**src/rtl/core/tcbd_pkg.sv**
```systemverilog
// Shared types, field codes and helpers for the trunk control burst decoder.
// Used by tcbd_ctrl, tcbd_dp and trunk_control_burst_decoder_core; no dependencies.
`default_nettype none

package tcbd_pkg;

	// call table depth; must be a power of two (slot = low bits of the call number)
	localparam int CALL_SLOTS = 16;
	localparam int SLOT_W     = $clog2(CALL_SLOTS);

	// configuration port
	localparam int CFG_IDX_W = 4;
	localparam int CFG_DAT_W = 30;
	localparam logic [CFG_IDX_W-1:0] REG_BASE_FREQ = 4'd0;
	localparam logic [CFG_IDX_W-1:0] REG_SPACING   = 4'd1;
	localparam logic [29:0] BASE_FREQ_RST = 30'd380000000;
	localparam logic [16:0] SPACING_RST   = 17'd25000;

	// logical channels
	localparam logic [3:0] CH_SYNC    = 4'd0;
	localparam logic [3:0] CH_NET     = 4'd1;
	localparam logic [3:0] CH_CTRL_A  = 4'd2;
	localparam logic [3:0] CH_CTRL_B  = 4'd3;
	localparam logic [3:0] CH_CTRL_C  = 4'd4;
	localparam logic [3:0] CH_CTRL_D  = 4'd5;
	localparam logic [3:0] CH_TRAFFIC = 4'd6;
	localparam logic [3:0] CH_STEAL   = 4'd7;

	// pdu ids
	localparam logic [7:0] PDU_SYSINFO = 8'h01;
	localparam logic [7:0] PDU_GRANT   = 8'h02;
	localparam logic [7:0] PDU_RELEASE = 8'h04;
	localparam logic [7:0] PDU_SDS     = 8'h05;
	localparam logic [7:0] TRF_SDS     = 8'h01;

	// grant type field
	localparam logic [3:0] GT_GROUP   = 4'd0;
	localparam logic [3:0] GT_PRIVATE = 4'd1;
	localparam logic [3:0] GT_EMERG   = 4'd4;
	localparam logic [1:0] CT_GROUP   = 2'd0;
	localparam logic [1:0] CT_PRIVATE = 2'd1;
	localparam logic [1:0] CT_EMERG   = 2'd2;
	localparam logic [1:0] CT_UNKNOWN = 2'd3;

	// minimum lengths
	localparam logic [8:0] LEN_SYNC    = 9'd60;
	localparam logic [8:0] LEN_FULL    = 9'd80;
	localparam logic [8:0] LEN_CTRL    = 9'd16;
	localparam logic [8:0] LEN_RELEASE = 9'd32;
	localparam logic [8:0] LEN_TRAFFIC = 9'd10;

	// emergency country range
	localparam logic [9:0] EMERG_LO = 10'd200;
	localparam logic [9:0] EMERG_HI = 10'd799;

	// result events
	localparam logic [3:0] EV_DROP      = 4'd0;
	localparam logic [3:0] EV_SYNC      = 4'd1;
	localparam logic [3:0] EV_NET       = 4'd2;
	localparam logic [3:0] EV_SYSINFO   = 4'd3;
	localparam logic [3:0] EV_GRANT     = 4'd4;
	localparam logic [3:0] EV_REL_HIT   = 4'd5;
	localparam logic [3:0] EV_REL_MISS  = 4'd6;
	localparam logic [3:0] EV_SHORT     = 4'd7;
	localparam logic [3:0] EV_VOICE     = 4'd8;
	localparam logic [3:0] EV_UNKNOWN   = 4'd9;

	localparam logic [1:0] CIPH_EXT = 2'd3;

	typedef struct packed {
		logic        crc_ok;
		logic [3:0]  channel;
		logic [63:0] bits_head;
		logic [15:0] bits_tail;
		logic [8:0]  length_bits;
	} in_beat_t;

	typedef struct packed {
		logic [3:0]  event_res;
		logic [1:0]  call_type;
		logic [23:0] talkgroup;
		logic [23:0] source_unit;
		logic [30:0] frequency_hz;
		logic [2:0]  cipher_class;
		logic [23:0] call_number;
		logic [9:0]  country_code;
		logic [13:0] network_code;
		logic [1:0]  colour;
		logic        emergency_system;
		logic [15:0] area_id;
	} out_beat_t;

	// controller commands to the datapath
	typedef struct packed {
		logic capture;  // latch the accepted input beat
		logic exec;     // table read and channel multiply
		logic commit;   // update state and load the result register
	} cmd_t;

	// 2+2 bit cipher field to class
	function automatic logic [2:0] cipher_decode(input logic [1:0] c, input logic [1:0] ext);
		logic [2:0] r;
		if (c == CIPH_EXT) begin
			r = (ext == 2'd0) ? 3'd3 : 3'd4;
		end else begin
			r = {1'b0, c};
		end
		return r;
	endfunction

endpackage

`default_nettype wire

```
**src/rtl/core/tcbd_ctrl.sv**
```systemverilog
// Controller state machine of the burst decoder: input handshake, sequencing, output valid.
// Depends on tcbd_pkg.
`default_nettype none

module tcbd_ctrl (
	input  wire logic          clk,
	input  wire logic          arst_n,
	input  wire logic          in_valid,
	output logic               in_stall,
	output logic               out_valid,
	input  wire logic          out_stall,
	output tcbd_pkg::cmd_t     cmd
);
	import tcbd_pkg::*;

	typedef enum logic [1:0] {
		ST_IDLE,
		ST_EXEC,
		ST_FIN
	} state_t;

	state_t state_q;
	logic   out_valid_q;
	logic   out_free;
	logic   accept;

	// result register can take a new beat this cycle
	assign out_free = !out_valid_q || !out_stall;

	// next beat may enter while the current one commits
	assign in_stall = !((state_q == ST_IDLE) || (state_q == ST_FIN && out_free));
	assign accept   = in_valid && !in_stall;

	assign cmd.capture = accept;
	assign cmd.exec    = (state_q == ST_EXEC);
	assign cmd.commit  = (state_q == ST_FIN) && out_free;
	assign out_valid   = out_valid_q;

	// state and output valid
	always_ff @(posedge clk or negedge arst_n) begin
		if (!arst_n) begin
			state_q     <= ST_IDLE;
			out_valid_q <= 1'b0;
		end else begin
			unique case (state_q)
				ST_IDLE: begin
					if (accept) state_q <= ST_EXEC;
				end
				ST_EXEC: begin
					state_q <= ST_FIN;
				end
				ST_FIN: begin
					if (out_free) state_q <= accept ? ST_EXEC : ST_IDLE;
				end
				default: state_q <= ST_IDLE;
			endcase
			if (cmd.commit) begin
				out_valid_q <= 1'b1;
			end else if (!out_stall) begin
				out_valid_q <= 1'b0;
			end
		end
	end

	// sequencing checks
	a_accept_exec: assert property (@(posedge clk) disable iff (!arst_n)
		accept |=> state_q == ST_EXEC)
		else $error("accepted beat did not start execution");
	a_exec_fin: assert property (@(posedge clk) disable iff (!arst_n)
		state_q == ST_EXEC |=> state_q == ST_FIN)
		else $error("execute step not followed by finish");
	a_commit_valid: assert property (@(posedge clk) disable iff (!arst_n)
		cmd.commit |=> out_valid_q)
		else $error("commit did not raise output valid");
	a_valid_source: assert property (@(posedge clk) disable iff (!arst_n)
		$rose(out_valid_q) |-> $past(state_q == ST_FIN))
		else $error("output valid rose outside finish");

endmodule

`default_nettype wire

```
**src/rtl/core/tcbd_dp.sv**
```systemverilog
// Datapath of the burst decoder: input register, config, site registers, call table,
// channel multiplier and result register. Depends on tcbd_pkg.
`default_nettype none

module tcbd_dp (
	input  wire logic                          clk,
	input  wire logic                          arst_n,
	input  wire tcbd_pkg::cmd_t                cmd,
	input  wire tcbd_pkg::in_beat_t            in_beat,
	input  wire logic                          cfg_we,
	input  wire logic [tcbd_pkg::CFG_IDX_W-1:0] cfg_index,
	input  wire logic [tcbd_pkg::CFG_DAT_W-1:0] cfg_data,
	output tcbd_pkg::out_beat_t                out_beat
);
	import tcbd_pkg::*;

	in_beat_t    in_q;
	out_beat_t   out_q;
	out_beat_t   res;
	logic [79:0] burst;

	logic [29:0] base_q;
	logic [16:0] spacing_q;
	logic [28:0] prod_q;

	logic [9:0]  country_q;
	logic [13:0] network_q;
	logic [1:0]  colour_q;
	logic        emergency_q;
	logic [15:0] area_q;
	logic        have_sync_q;
	logic [23:0] next_call_q;
	logic [31:0] ciphered_q;
	logic [31:0] clear_q;

	logic [CALL_SLOTS-1:0] slot_vld_q;
	logic [23:0]           num_mem [CALL_SLOTS];
	logic [23:0]           grp_mem [CALL_SLOTS];
	logic [23:0]           rd_num_q;
	logic [23:0]           rd_grp_q;
	logic                  rd_vld_q;

	logic [7:0]        pdu;
	logic [23:0]       rel_num;
	logic [SLOT_W-1:0] rel_slot;
	logic [SLOT_W-1:0] new_slot;
	logic [2:0]        grant_cc;
	logic [9:0]        sync_country;
	logic              do_sync, do_net, do_grant, do_hit;

	// bit 0 of the burst sits at the top
	assign burst    = {in_q.bits_head, in_q.bits_tail};
	assign pdu      = burst[79:72];
	assign rel_num  = burst[71:48];
	assign rel_slot = rel_num[SLOT_W-1:0];
	assign new_slot = next_call_q[SLOT_W-1:0];
	assign grant_cc = cipher_decode(burst[7:6], burst[5:4]);
	assign sync_country = burst[79:70];

	// input register
	always_ff @(posedge clk) begin
		if (cmd.capture) in_q <= in_beat;
	end

	// configuration registers
	always_ff @(posedge clk or negedge arst_n) begin
		if (!arst_n) begin
			base_q    <= BASE_FREQ_RST;
			spacing_q <= SPACING_RST;
		end else if (cfg_we) begin
			if (cfg_index == REG_BASE_FREQ) base_q <= cfg_data;
			if (cfg_index == REG_SPACING)   spacing_q <= cfg_data[16:0];
		end
	end

	// execute step: channel index times spacing, call table read
	always_ff @(posedge clk) begin
		if (cmd.exec) begin
			prod_q   <= {17'b0, burst[19:8]} * {12'b0, spacing_q};
			rd_num_q <= num_mem[rel_slot];
			rd_grp_q <= grp_mem[rel_slot];
			rd_vld_q <= slot_vld_q[rel_slot];
		end
	end

	// burst decode and result
	always_comb begin
		res      = '0;
		do_sync  = 1'b0;
		do_net   = 1'b0;
		do_grant = 1'b0;
		do_hit   = 1'b0;
		if (in_q.crc_ok) begin
			unique case (in_q.channel)
				CH_SYNC: begin
					if (in_q.length_bits >= LEN_SYNC) begin
						do_sync              = 1'b1;
						res.event_res        = EV_SYNC;
						res.country_code     = sync_country;
						res.network_code     = burst[69:56];
						res.colour           = burst[51:50];
						res.emergency_system = (sync_country >= EMERG_LO)
							&& (sync_country <= EMERG_HI);
					end
				end
				CH_NET: begin
					if (in_q.length_bits >= LEN_FULL) begin
						do_net        = 1'b1;
						res.event_res = EV_NET;
						res.area_id   = burst[79:64];
					end
				end
				CH_CTRL_A, CH_CTRL_B, CH_CTRL_C, CH_CTRL_D: begin
					if (in_q.length_bits >= LEN_CTRL) begin
						unique case (pdu)
							PDU_SYSINFO: res.event_res = EV_SYSINFO;
							PDU_GRANT: begin
								if (in_q.length_bits >= LEN_FULL) begin
									do_grant         = 1'b1;
									res.event_res    = EV_GRANT;
									unique case (burst[71:68])
										GT_GROUP:   res.call_type = CT_GROUP;
										GT_PRIVATE: res.call_type = CT_PRIVATE;
										GT_EMERG:   res.call_type = CT_EMERG;
										default:    res.call_type = CT_UNKNOWN;
									endcase
									res.talkgroup    = burst[67:44];
									res.source_unit  = burst[43:20];
									res.frequency_hz = {1'b0, base_q} + {2'b0, prod_q};
									res.cipher_class = grant_cc;
									res.call_number  = next_call_q;
								end
							end
							PDU_RELEASE: begin
								if (in_q.length_bits >= LEN_RELEASE) begin
									res.call_number = rel_num;
									if (rd_vld_q && rd_num_q == rel_num) begin
										do_hit        = 1'b1;
										res.event_res = EV_REL_HIT;
										res.talkgroup = rd_grp_q;
									end else begin
										res.event_res = EV_REL_MISS;
									end
								end
							end
							PDU_SDS: begin
								if (in_q.length_bits >= LEN_RELEASE) res.event_res = EV_SHORT;
							end
							default: res.event_res = EV_UNKNOWN;
						endcase
					end
				end
				CH_TRAFFIC, CH_STEAL: begin
					if (in_q.length_bits >= LEN_TRAFFIC) begin
						if (pdu == TRF_SDS) begin
							if (in_q.length_bits >= LEN_RELEASE) res.event_res = EV_SHORT;
						end else begin
							res.event_res    = EV_VOICE;
							res.cipher_class = cipher_decode(burst[79:78], burst[77:76]);
						end
					end
				end
				default: res.event_res = EV_DROP;
			endcase
		end
	end

	// site and call state
	always_ff @(posedge clk or negedge arst_n) begin
		if (!arst_n) begin
			country_q   <= '0;
			network_q   <= '0;
			colour_q    <= '0;
			emergency_q <= 1'b0;
			area_q      <= '0;
			have_sync_q <= 1'b0;
			next_call_q <= '0;
			ciphered_q  <= '0;
			clear_q     <= '0;
			slot_vld_q  <= '0;
		end else if (cmd.commit) begin
			if (do_sync) begin
				country_q   <= res.country_code;
				network_q   <= res.network_code;
				colour_q    <= res.colour;
				emergency_q <= res.emergency_system;
				have_sync_q <= 1'b1;
			end
			if (do_net) area_q <= res.area_id;
			if (do_grant) begin
				slot_vld_q[new_slot] <= 1'b1;
				next_call_q          <= next_call_q + 24'd1;
				if (grant_cc != 3'd0) ciphered_q <= ciphered_q + 32'd1;
				else                  clear_q    <= clear_q + 32'd1;
			end
			if (do_hit) slot_vld_q[rel_slot] <= 1'b0;
		end
	end

	// call table write
	always_ff @(posedge clk) begin
		if (cmd.commit && do_grant) begin
			num_mem[new_slot] <= next_call_q;
			grp_mem[new_slot] <= res.talkgroup;
		end
	end

	// result register
	always_ff @(posedge clk) begin
		if (cmd.commit) out_q <= res;
	end

	assign out_beat = out_q;

endmodule

`default_nettype wire

```
**src/rtl/core/trunk_control_burst_decoder_core.sv**
```systemverilog
// Top level of the trunk control burst decoder: controller plus datapath.
// Depends on tcbd_pkg, tcbd_ctrl and tcbd_dp.
//
//  channel | handshake          | payload
//  --------+--------------------+------------------------------
//  in      | in_valid/in_stall  | in_beat (tcbd_pkg::in_beat_t)
//  out     | out_valid/out_stall| out_beat (tcbd_pkg::out_beat_t)
//  cfg     | cfg_valid/cfg_ready| cfg_index, cfg_data
//
// A burst is captured at its accepting edge, then passes the execute state (table read
// and channel multiply) and the finish state, whose commit loads the result register;
// the commit step overlaps the next accept, so a new beat can enter while one commits.
// Reset clears the site registers, call counter and slot valid bits; no clearing pass.
// A stalled result holds the commit step, and with it the input, until taken.
`default_nettype none

module trunk_control_burst_decoder_core (
	input  wire logic                           clk,
	input  wire logic                           arst_n,
	input  wire logic                           in_valid,
	output logic                                in_stall,
	input  wire tcbd_pkg::in_beat_t             in_beat,
	output logic                                out_valid,
	input  wire logic                           out_stall,
	output tcbd_pkg::out_beat_t                 out_beat,
	input  wire logic                           cfg_valid,
	output logic                                cfg_ready,
	input  wire logic [tcbd_pkg::CFG_IDX_W-1:0] cfg_index,
	input  wire logic [tcbd_pkg::CFG_DAT_W-1:0] cfg_data
);
	import tcbd_pkg::*;

	cmd_t cmd;

	// config writes are always taken
	assign cfg_ready = 1'b1;

	tcbd_ctrl u_ctrl (
		.clk       (clk),
		.arst_n    (arst_n),
		.in_valid  (in_valid),
		.in_stall  (in_stall),
		.out_valid (out_valid),
		.out_stall (out_stall),
		.cmd       (cmd)
	);

	tcbd_dp u_dp (
		.clk       (clk),
		.arst_n    (arst_n),
		.cmd       (cmd),
		.in_beat   (in_beat),
		.cfg_we    (cfg_valid && cfg_ready),
		.cfg_index (cfg_index),
		.cfg_data  (cfg_data),
		.out_beat  (out_beat)
	);

endmodule

`default_nettype wire
```
**config.mk**
```make
export PLATFORM = sky130hd
export DESIGN_NAME = trunk_control_burst_decoder_core
export DESIGN_NICKNAME = d
export VERILOG_FILES = /design/src/rtl/core/tcbd_pkg.sv /design/src/rtl/core/tcbd_ctrl.sv /design/src/rtl/core/tcbd_dp.sv /design/src/rtl/core/trunk_control_burst_decoder_core.sv
export SDC_FILE = /design/constraint.sdc
export NUM_CORES = 2
export LEC_CHECK = 0
export ABC_CLOCK_PERIOD_IN_PS = 14600
export BUFFER_PORTS_ARGS = -buffer_cell sky130_fd_sc_hd__buf_4
export CAP_MARGIN = 30
export CORE_ASPECT_RATIO = 2
export CORE_MARGIN = 3
export CORE_UTILIZATION = 50
export CTS_CLUSTER_SIZE = 8
export DETAILED_ROUTE_END_ITERATION = 7
export GPL_ROUTABILITY_DRIVEN = 0
export HOLD_SLACK_MARGIN = 0.02
export PLACE_DENSITY = 0.67
export SLEW_MARGIN = 0
export SYNTH_ARGS = -nofsm -noshare
export SYNTH_HDL_FRONTEND = slang
export SYNTH_HIERARCHICAL = 1
export SYNTH_SLANG_ARGS = --single-unit
export TNS_END_PERCENT = 20
```
**constraint.sdc**
```tcl
create_clock -name clk -period 14.6 [get_ports clk]
set_input_delay 1.46 -clock clk [delete_from_list [all_inputs] [get_ports clk]]
set_output_delay 1.46 -clock clk [all_outputs]
set_load 0.05 [all_outputs]
```
Yosys cells after proc, flatten, opt, wreduce, memory -nomap -nowiden
Memory sizes are Yosys's and may differ from the RTL's. A register that Yosys moved wholly into a read port is not among the register bits.
Cells that the tools add are included.

cells by class
  add/subtract/negate cells = 2
  multipliers = 1
  divide/modulo/power cells = 0
  magnitude comparators = 11
  eq/ne operators = 22
  shift operators = 0
  multiplexer cells = 61
  bitwise operators = 3
  reduce and logical (&&, ||, !) cells = 28

operator list
  cell                                                                   count
  149-bit two-way mux                                                    1
  112-bit two-way mux                                                    1
  111-bit two-way mux                                                    1
  24-bit two-way mux                                                     4
  24-bit one-hot mux with 2 select lines                                 2
  16-bit two-way mux                                                     5
  79-bit two-way mux                                                     1
  58-bit two-way mux                                                     1
  27-bit two-way mux                                                     2
  4-bit one-hot mux with 4 select lines                                  2
  30-bit by 29-bit adder with 31-bit output                              1
  12-bit by 17-bit multiplier with 29-bit output                         1
  24-bit by 1-bit adder with 24-bit output, second input constant        1
  24-bit == test                                                         1
  3-bit two-way mux                                                      8
  4-bit by 3-bit == test with 1-bit output, second input constant        5
  1-bit two-way mux                                                      20
  9-bit by 6-bit >= comparator with 1-bit output, second input constant  2
  16-bit bitwise AND                                                     1
  8-bit by 3-bit == test with 1-bit output, second input constant        2
  16-bit inverter                                                        1
  16-bit bitwise OR                                                      1
  4-bit by 1-bit == test with 1-bit output, second input constant        3
  4-bit zero test                                                        3
  other kinds (28)                                                       58

storage, ports and cells
  register bits = 369
  bits in latches = 0
  memory bits (writable) = 768
  bits in read-only memories = 0
  input bits = 133
  output and inout bits = 158
  memories kept = 2

memories
  name          depth  bits a word  rd ports  clocked after memory_dff  wr ports  RTL line       source
  u_dp.grp_mem  16     24           1         1                         1         tcbd_dp.sv:38  logic [23:0] grp_mem [CALL_SLOTS];
  u_dp.num_mem  16     24           1         1                         1         tcbd_dp.sv:37  logic [23:0] num_mem [CALL_SLOTS];

Logic depth before layout (Yosys ltp)
  depth after elaboration = 10
  gate-level depth with buffers = 21
  mapped depth without buffers = 19

Hierarchy
Netlist, hierarchy kept.

by module, submodules not included
  module                            times used  cells an instance  area each (um2)
  tcbd_dp                           1           2990               51987.4
  tcbd_ctrl                         1           14                 147.6
  trunk_control_burst_decoder_core  1           2                  11.3

Worst setup path before layout
No wires, ideal clock.

  kind = input-to-reg
  start = input port out_stall
  end = memory u_dp.grp_mem[3][0], enable pin
  setup time = 515 ps
  arrival time = 13333 ps
  required time = 14085 ps
  slack = 752 ps
  cell stages on the path = 3
  path buffers = 0
  path through = a21oi_1 -> nand3_1 -> nor3_1

on the way
  word-level cells in the longest chain between the ends = 6

RTL lines
  item                                     RTL line                                source
  start: declaration                       trunk_control_burst_decoder_core.sv:24  input wire logic out_stall,
  1-bit zero test                          tcbd_ctrl.sv:28                         assign out_free = !out_valid_q || !out_stall;
  1-bit logical OR                         tcbd_ctrl.sv:28
  1-bit logical AND                        tcbd_ctrl.sv:36                         assign cmd.commit = (state_q == ST_FIN) && out_free;
  1-bit logical AND                        tcbd_dp.sv:202                          if (cmd.commit && do_grant) begin
  1-bit two-way mux                        tcbd_dp.sv:202
  1-bit two-way mux (implied by the code)  tcbd_dp.sv:204                          grp_mem[new_slot] <= res.talkgroup;
  end: declaration                         tcbd_dp.sv:38

Every way passes these cells.

Final worst setup path
  start = register u_dp.in_q (netlist bit u_dp/burst[11])
  end = register u_dp.prod_q[28], data pin

on the way
  word-level cells in the longest chain between the ends = 1

RTL lines
  item                                            RTL line       source
  start: declaration                              tcbd_dp.sv:17  in_beat_t in_q;
  start signal: assignment                        tcbd_dp.sv:62  if (cmd.capture) in_q <= in_beat;
  12-bit by 17-bit multiplier with 29-bit output  tcbd_dp.sv:79  prod_q <= {17'b0, burst[19:8]} * {12'b0, spacing_q};
  end signal: assignment                          tcbd_dp.sv:79
  end: declaration                                tcbd_dp.sv:24  logic [28:0] prod_q;

Every way passes these cells.
A chain may end at the register's enable or synchronous reset.

==> summary.md <==
| Metric | Value |
|---|---|
| Status | finished, final reports clean |
| DRC violations left | 0 |
| Setup CP Type | reg -> reg |
| Vias/cell | 6.07 |
| Gate Count Post-Synth | 3006 |
| Most frequent cells in the layout | edfxtp_1, buf_4, mux4_2 |
| Top_reg_cell synth | edfxtp_1 |
| Max-cap violation count | 0 |
| Logic gate share of total power | 0.332 |
| CTS Sinks | ~1200 |
| CP endpoint kind | flop |
| First-pass GRT wire length | just under 200000 µm |
| Commonest non-fill, non-tap cell in the layout | edfxtp_1 |
| WL/cell | ~28 µm |
| Top delay family on crit path | adder cells |
| I/O pins | around 290 |
| Die footprint | between 0.1 and 0.15 mm² |
| Reg-to-Reg Start | u_dp/burst[11] |
| Final nets | around 3700 |
| Sw power | ~3700 µW |
| Vias in the first global route | approximately 31000 |
| Setup TNS | 0 ns |
| Clock root buffer | clkbuf_16 |
| Sw frac | 0.329 |
| Initial antenna violation count | 6 |
| Buf/Inv on CP | 3 |
| Fmax | ~160 MHz |
| Leakage | roughly 0.022 µW |
| Sequential fraction of the synthesis area | 0.671 |
| Area after DPL | about 0.056 mm² |
| Post-CTS Setup Bufs | 0 |
| Worst Setup SP | u_dp/burst[11] |
| CP Cell Sequence | nand2_1 > fa_1 > fa_1 > inv_1 > fa_1 > fa_1 > inv_1 > fa_1 > inv_1 > ha_1 > o211ai_1 > a21oi_1 > o211ai_1 > a211oi_1 > a31o_2 > a31oi_1 > mux2i_1 |
| I/O Buffers | ~280 |
| Largest cells by area after synthesis | edfxtp_1, mux4_2, fa_1 |
| Reg-to-Reg End | u_dp/prod_q[28] |
| Post-cts gate resize count | 0 |
| Worst-path maximum fanout | 17 |
| Layout Skew | roughly 0.024 ns |
| Cts bufs inserted | between 150 and 200 |
| Worst VDD drop | 227 µV |
| Share of the synthesized area in the top cell type | 0.628 |
| Min Clock Period, post-route | around 6.1 ns |
| Netlist cell types | 67 |
| Mean area per synthesized cell | around 17 µm² |
| Post-synth EDFFs | 1090 |
| Row Count | between 150 and 200 |
| H-tree depth | 4 |
| Drt pass-1 iters | 8 |
| Ant diodes | 0 |
| Clock power share | 0.303 |
| Max-slew violation count | 0 |
| FF-to-FF setup slack | ~8.5 ns |
| CP max-delay cell | edfxtp_1 |
| Largest area contributor in the netlist | edfxtp_1 |
| Horiz. Die Dim | between 200 and 250 µm |
| Share of post-route cells with drive strength above 1 | 0.248 |
| Synthesized area | 0.0521 mm² |
| Pwr dens | approximately 190 mW/mm² |
| Hold Buf Count CTS | 0 |
| Max-slew headroom | 0.352 |
| DRT antenna net count | 0 |
| Hold WC Path Type | reg -> reg |
| Via count | around 29000 |
| Final Cell Area | roughly 0.061 mm² |
| Hpwl dp | ~83000 µm |
| RSZ-0062 raised after global routing | false |
| FFs w/ async S/R, synth | 0.0763 |
| Final hold violations | 0 |
| Clk_lat worst skew | between 0.7 and 0.8 ns |
| Worst-path clk slew | around 0.050 ns |
| WL final | 134000 µm |
| Int Power | around 7600 µW |
| CTS tree | yes |
| Worst Max-Slew Pin Slew | just under 1 ns |
| P&R area growth vs syn | 16.1% |
| Initial DRC Count | approximately 2500 |
| Core Util, Final | 0.585 |
| Seq pwr share | 0.365 |
| Largest net degree at the start of global routing | 110 |
| CP peak stage delay | roughly 0.83 ns |
| Synthesized flop and latch total | roughly 1200 |
| Most Frequent Cell on Critical Path | fa_1 |
| Initial core utilization | 0.504 |
| Syn. warnings | 6 |
| Post-route clock period utilization | 0.416 |
| Core Area | ~0.10 mm² |
| Arr. time, crit path | 6.55 ns |
| Syn nets | 3390 |
| Worst path depth | 17 |
| CTS Buffer Depth | 3 |
| Die Y-Extent | ~460 µm |
| FF-to-FF path depth | 17 |
| Critical path launch point type | flop |
| Critical path endpoint | u_dp/prod_q[28] |
| Total grt overflow | 0 |
| Setup violators final | 0 |
| Tot GR Track Use | 0.251 |
| Critical Path RT | 15.09 ns |
[power groups by stage]
stage / sequential, µW / combinational [µW] / clock [µW]
CTS: 4120 / 3760 / 3490
finish: 4120 / 3750 / 3430
floorplan: 4180 / 2800 / 0
detailed placement: 4180 / 3740 / 0
global route: 4130 / 4220 / 3630
global placement: 4180 / 3680 / 0
[synthesized netlist by cell type, types with 4 or more instances]
cell type and number:
a211oi_1 9, a21boi_0 5, a21o_1 13, a21oi_1 65
a22o_1 24, a22oi_1 24, a2bb2oi_1 10, a31oi_1 17
and2_1 104, and3_1 79, buf_1 17, buf_2 9
clkbuf_1 114, dfrtp_1 72, dfstp_2 18, edfxtp_1 1090
fa_1 151, ha_1 100, inv_1 212, mux2_2 46
mux4_2 245, nand2_1 177, nand2b_1 10, nand3_1 34
nand4_1 16, nor2_1 89, nor2b_1 10, nor3_1 28
nor4_1 5, o2111ai_1 4, o211ai_1 6, o21a_1 10
o21ai_0 43, o21bai_1 6, o31a_1 4, or3_1 4
xnor2_1 57, xor2_1 34
[layout make-up]
class	count	area, µm²
fill	7639	42900
sequential	1180	35000
multi-input combinational	1471	15900
clock buffer	226	4420
timing repair buffer	335	2610
tap	1352	1690
inverter	212	796
clock inverter	9	138
[logic make-up (layout without fill, tap and decap cells)]
logic type | count (synthesis) | after routing | synth area share
adders and majority gates | 251 | 251 | 0.0820
muxes | 294 | 294 | 0.116
and+or+nand+nor | 570 | 570 | 0.0547
DFF | 1180 | 1180 | 0.671
xor gates and xnor gates | 91 | 91 | 0.0153
AOI/OAI and AO/OA | 264 | 264 | 0.0344
other | 1 | 1 | 0.0000719
buffers and inverters | 355 | 782 | 0.0260
[sequential cells by signal, indices dropped and copies added, names as in the netlist]
name and flops:
u_ctrl/out_valid 1, u_dp/num_mem 384, u_dp/prod_q 29, u_dp/out_beat 155
u_dp/rd_num_q 24, u_dp/next_call_q 24, u_dp/base_q 30, u_dp/spacing_q 17
u_dp/grp_mem 384, u_dp/rd_vld_q 1, u_dp/in_q 13, u_dp/burst 76
u_dp/slot_vld_q 16, u_dp/rd_grp_q 24, u_ctrl/state_q 2
[through the flow]
stage / power, µW / hold slack [ns] / cells / setup WS, ns
global route: 12000 / 0.530 / 4785 / 8.27
CTS: 11400 / 0.518 / 4784 / 8.54
global placement: 7850 / 0.501 / 4546 / 8.54
finish: 11300 / 0.515 / 4785 / 8.53
detailed placement: 7920 / 0.504 / 4549 / 8.55
floorplan: 6990 / 0.455 / 3006 / 0.752
[worst reg2reg max path, stage by stage (launching register included)]
cell      delay, ns
edfxtp_1       0.83
nand2_1        0.19
fa_1           0.51
fa_1           0.43
inv_1          0.08
fa_1           0.44
fa_1           0.54
inv_1          0.05
fa_1           0.47
inv_1          0.04
ha_1           0.38
o211ai_1       0.11
a21oi_1        0.27
o211ai_1       0.32
a211oi_1       0.57
a31o_2         0.27
a31oi_1        0.15
mux2i_1        0.15
[worst min-delay path by stage]
stage,depth (start not counted),from,to
floorplan,1,u_ctrl/state_q[0],u_ctrl/state_q[0]
global placement,1,u_dp/base_q[0],u_dp/base_q[0]
detailed placement,1,u_dp/base_q[2],u_dp/base_q[2]
CTS,1,u_dp/base_q[2],u_dp/base_q[2]
global route,1,u_dp/base_q[16],u_dp/base_q[16]
finish,1,u_dp/base_q[2],u_dp/base_q[2]
[per-layer routing]
layer,share of wire,track usage
met1,0.35,0.305
met2,0.52,0.429
met3,0.082,0.0533
met4,0.046,0.113
met5,0.00031,0
Power figures use the tool's default switching activity.
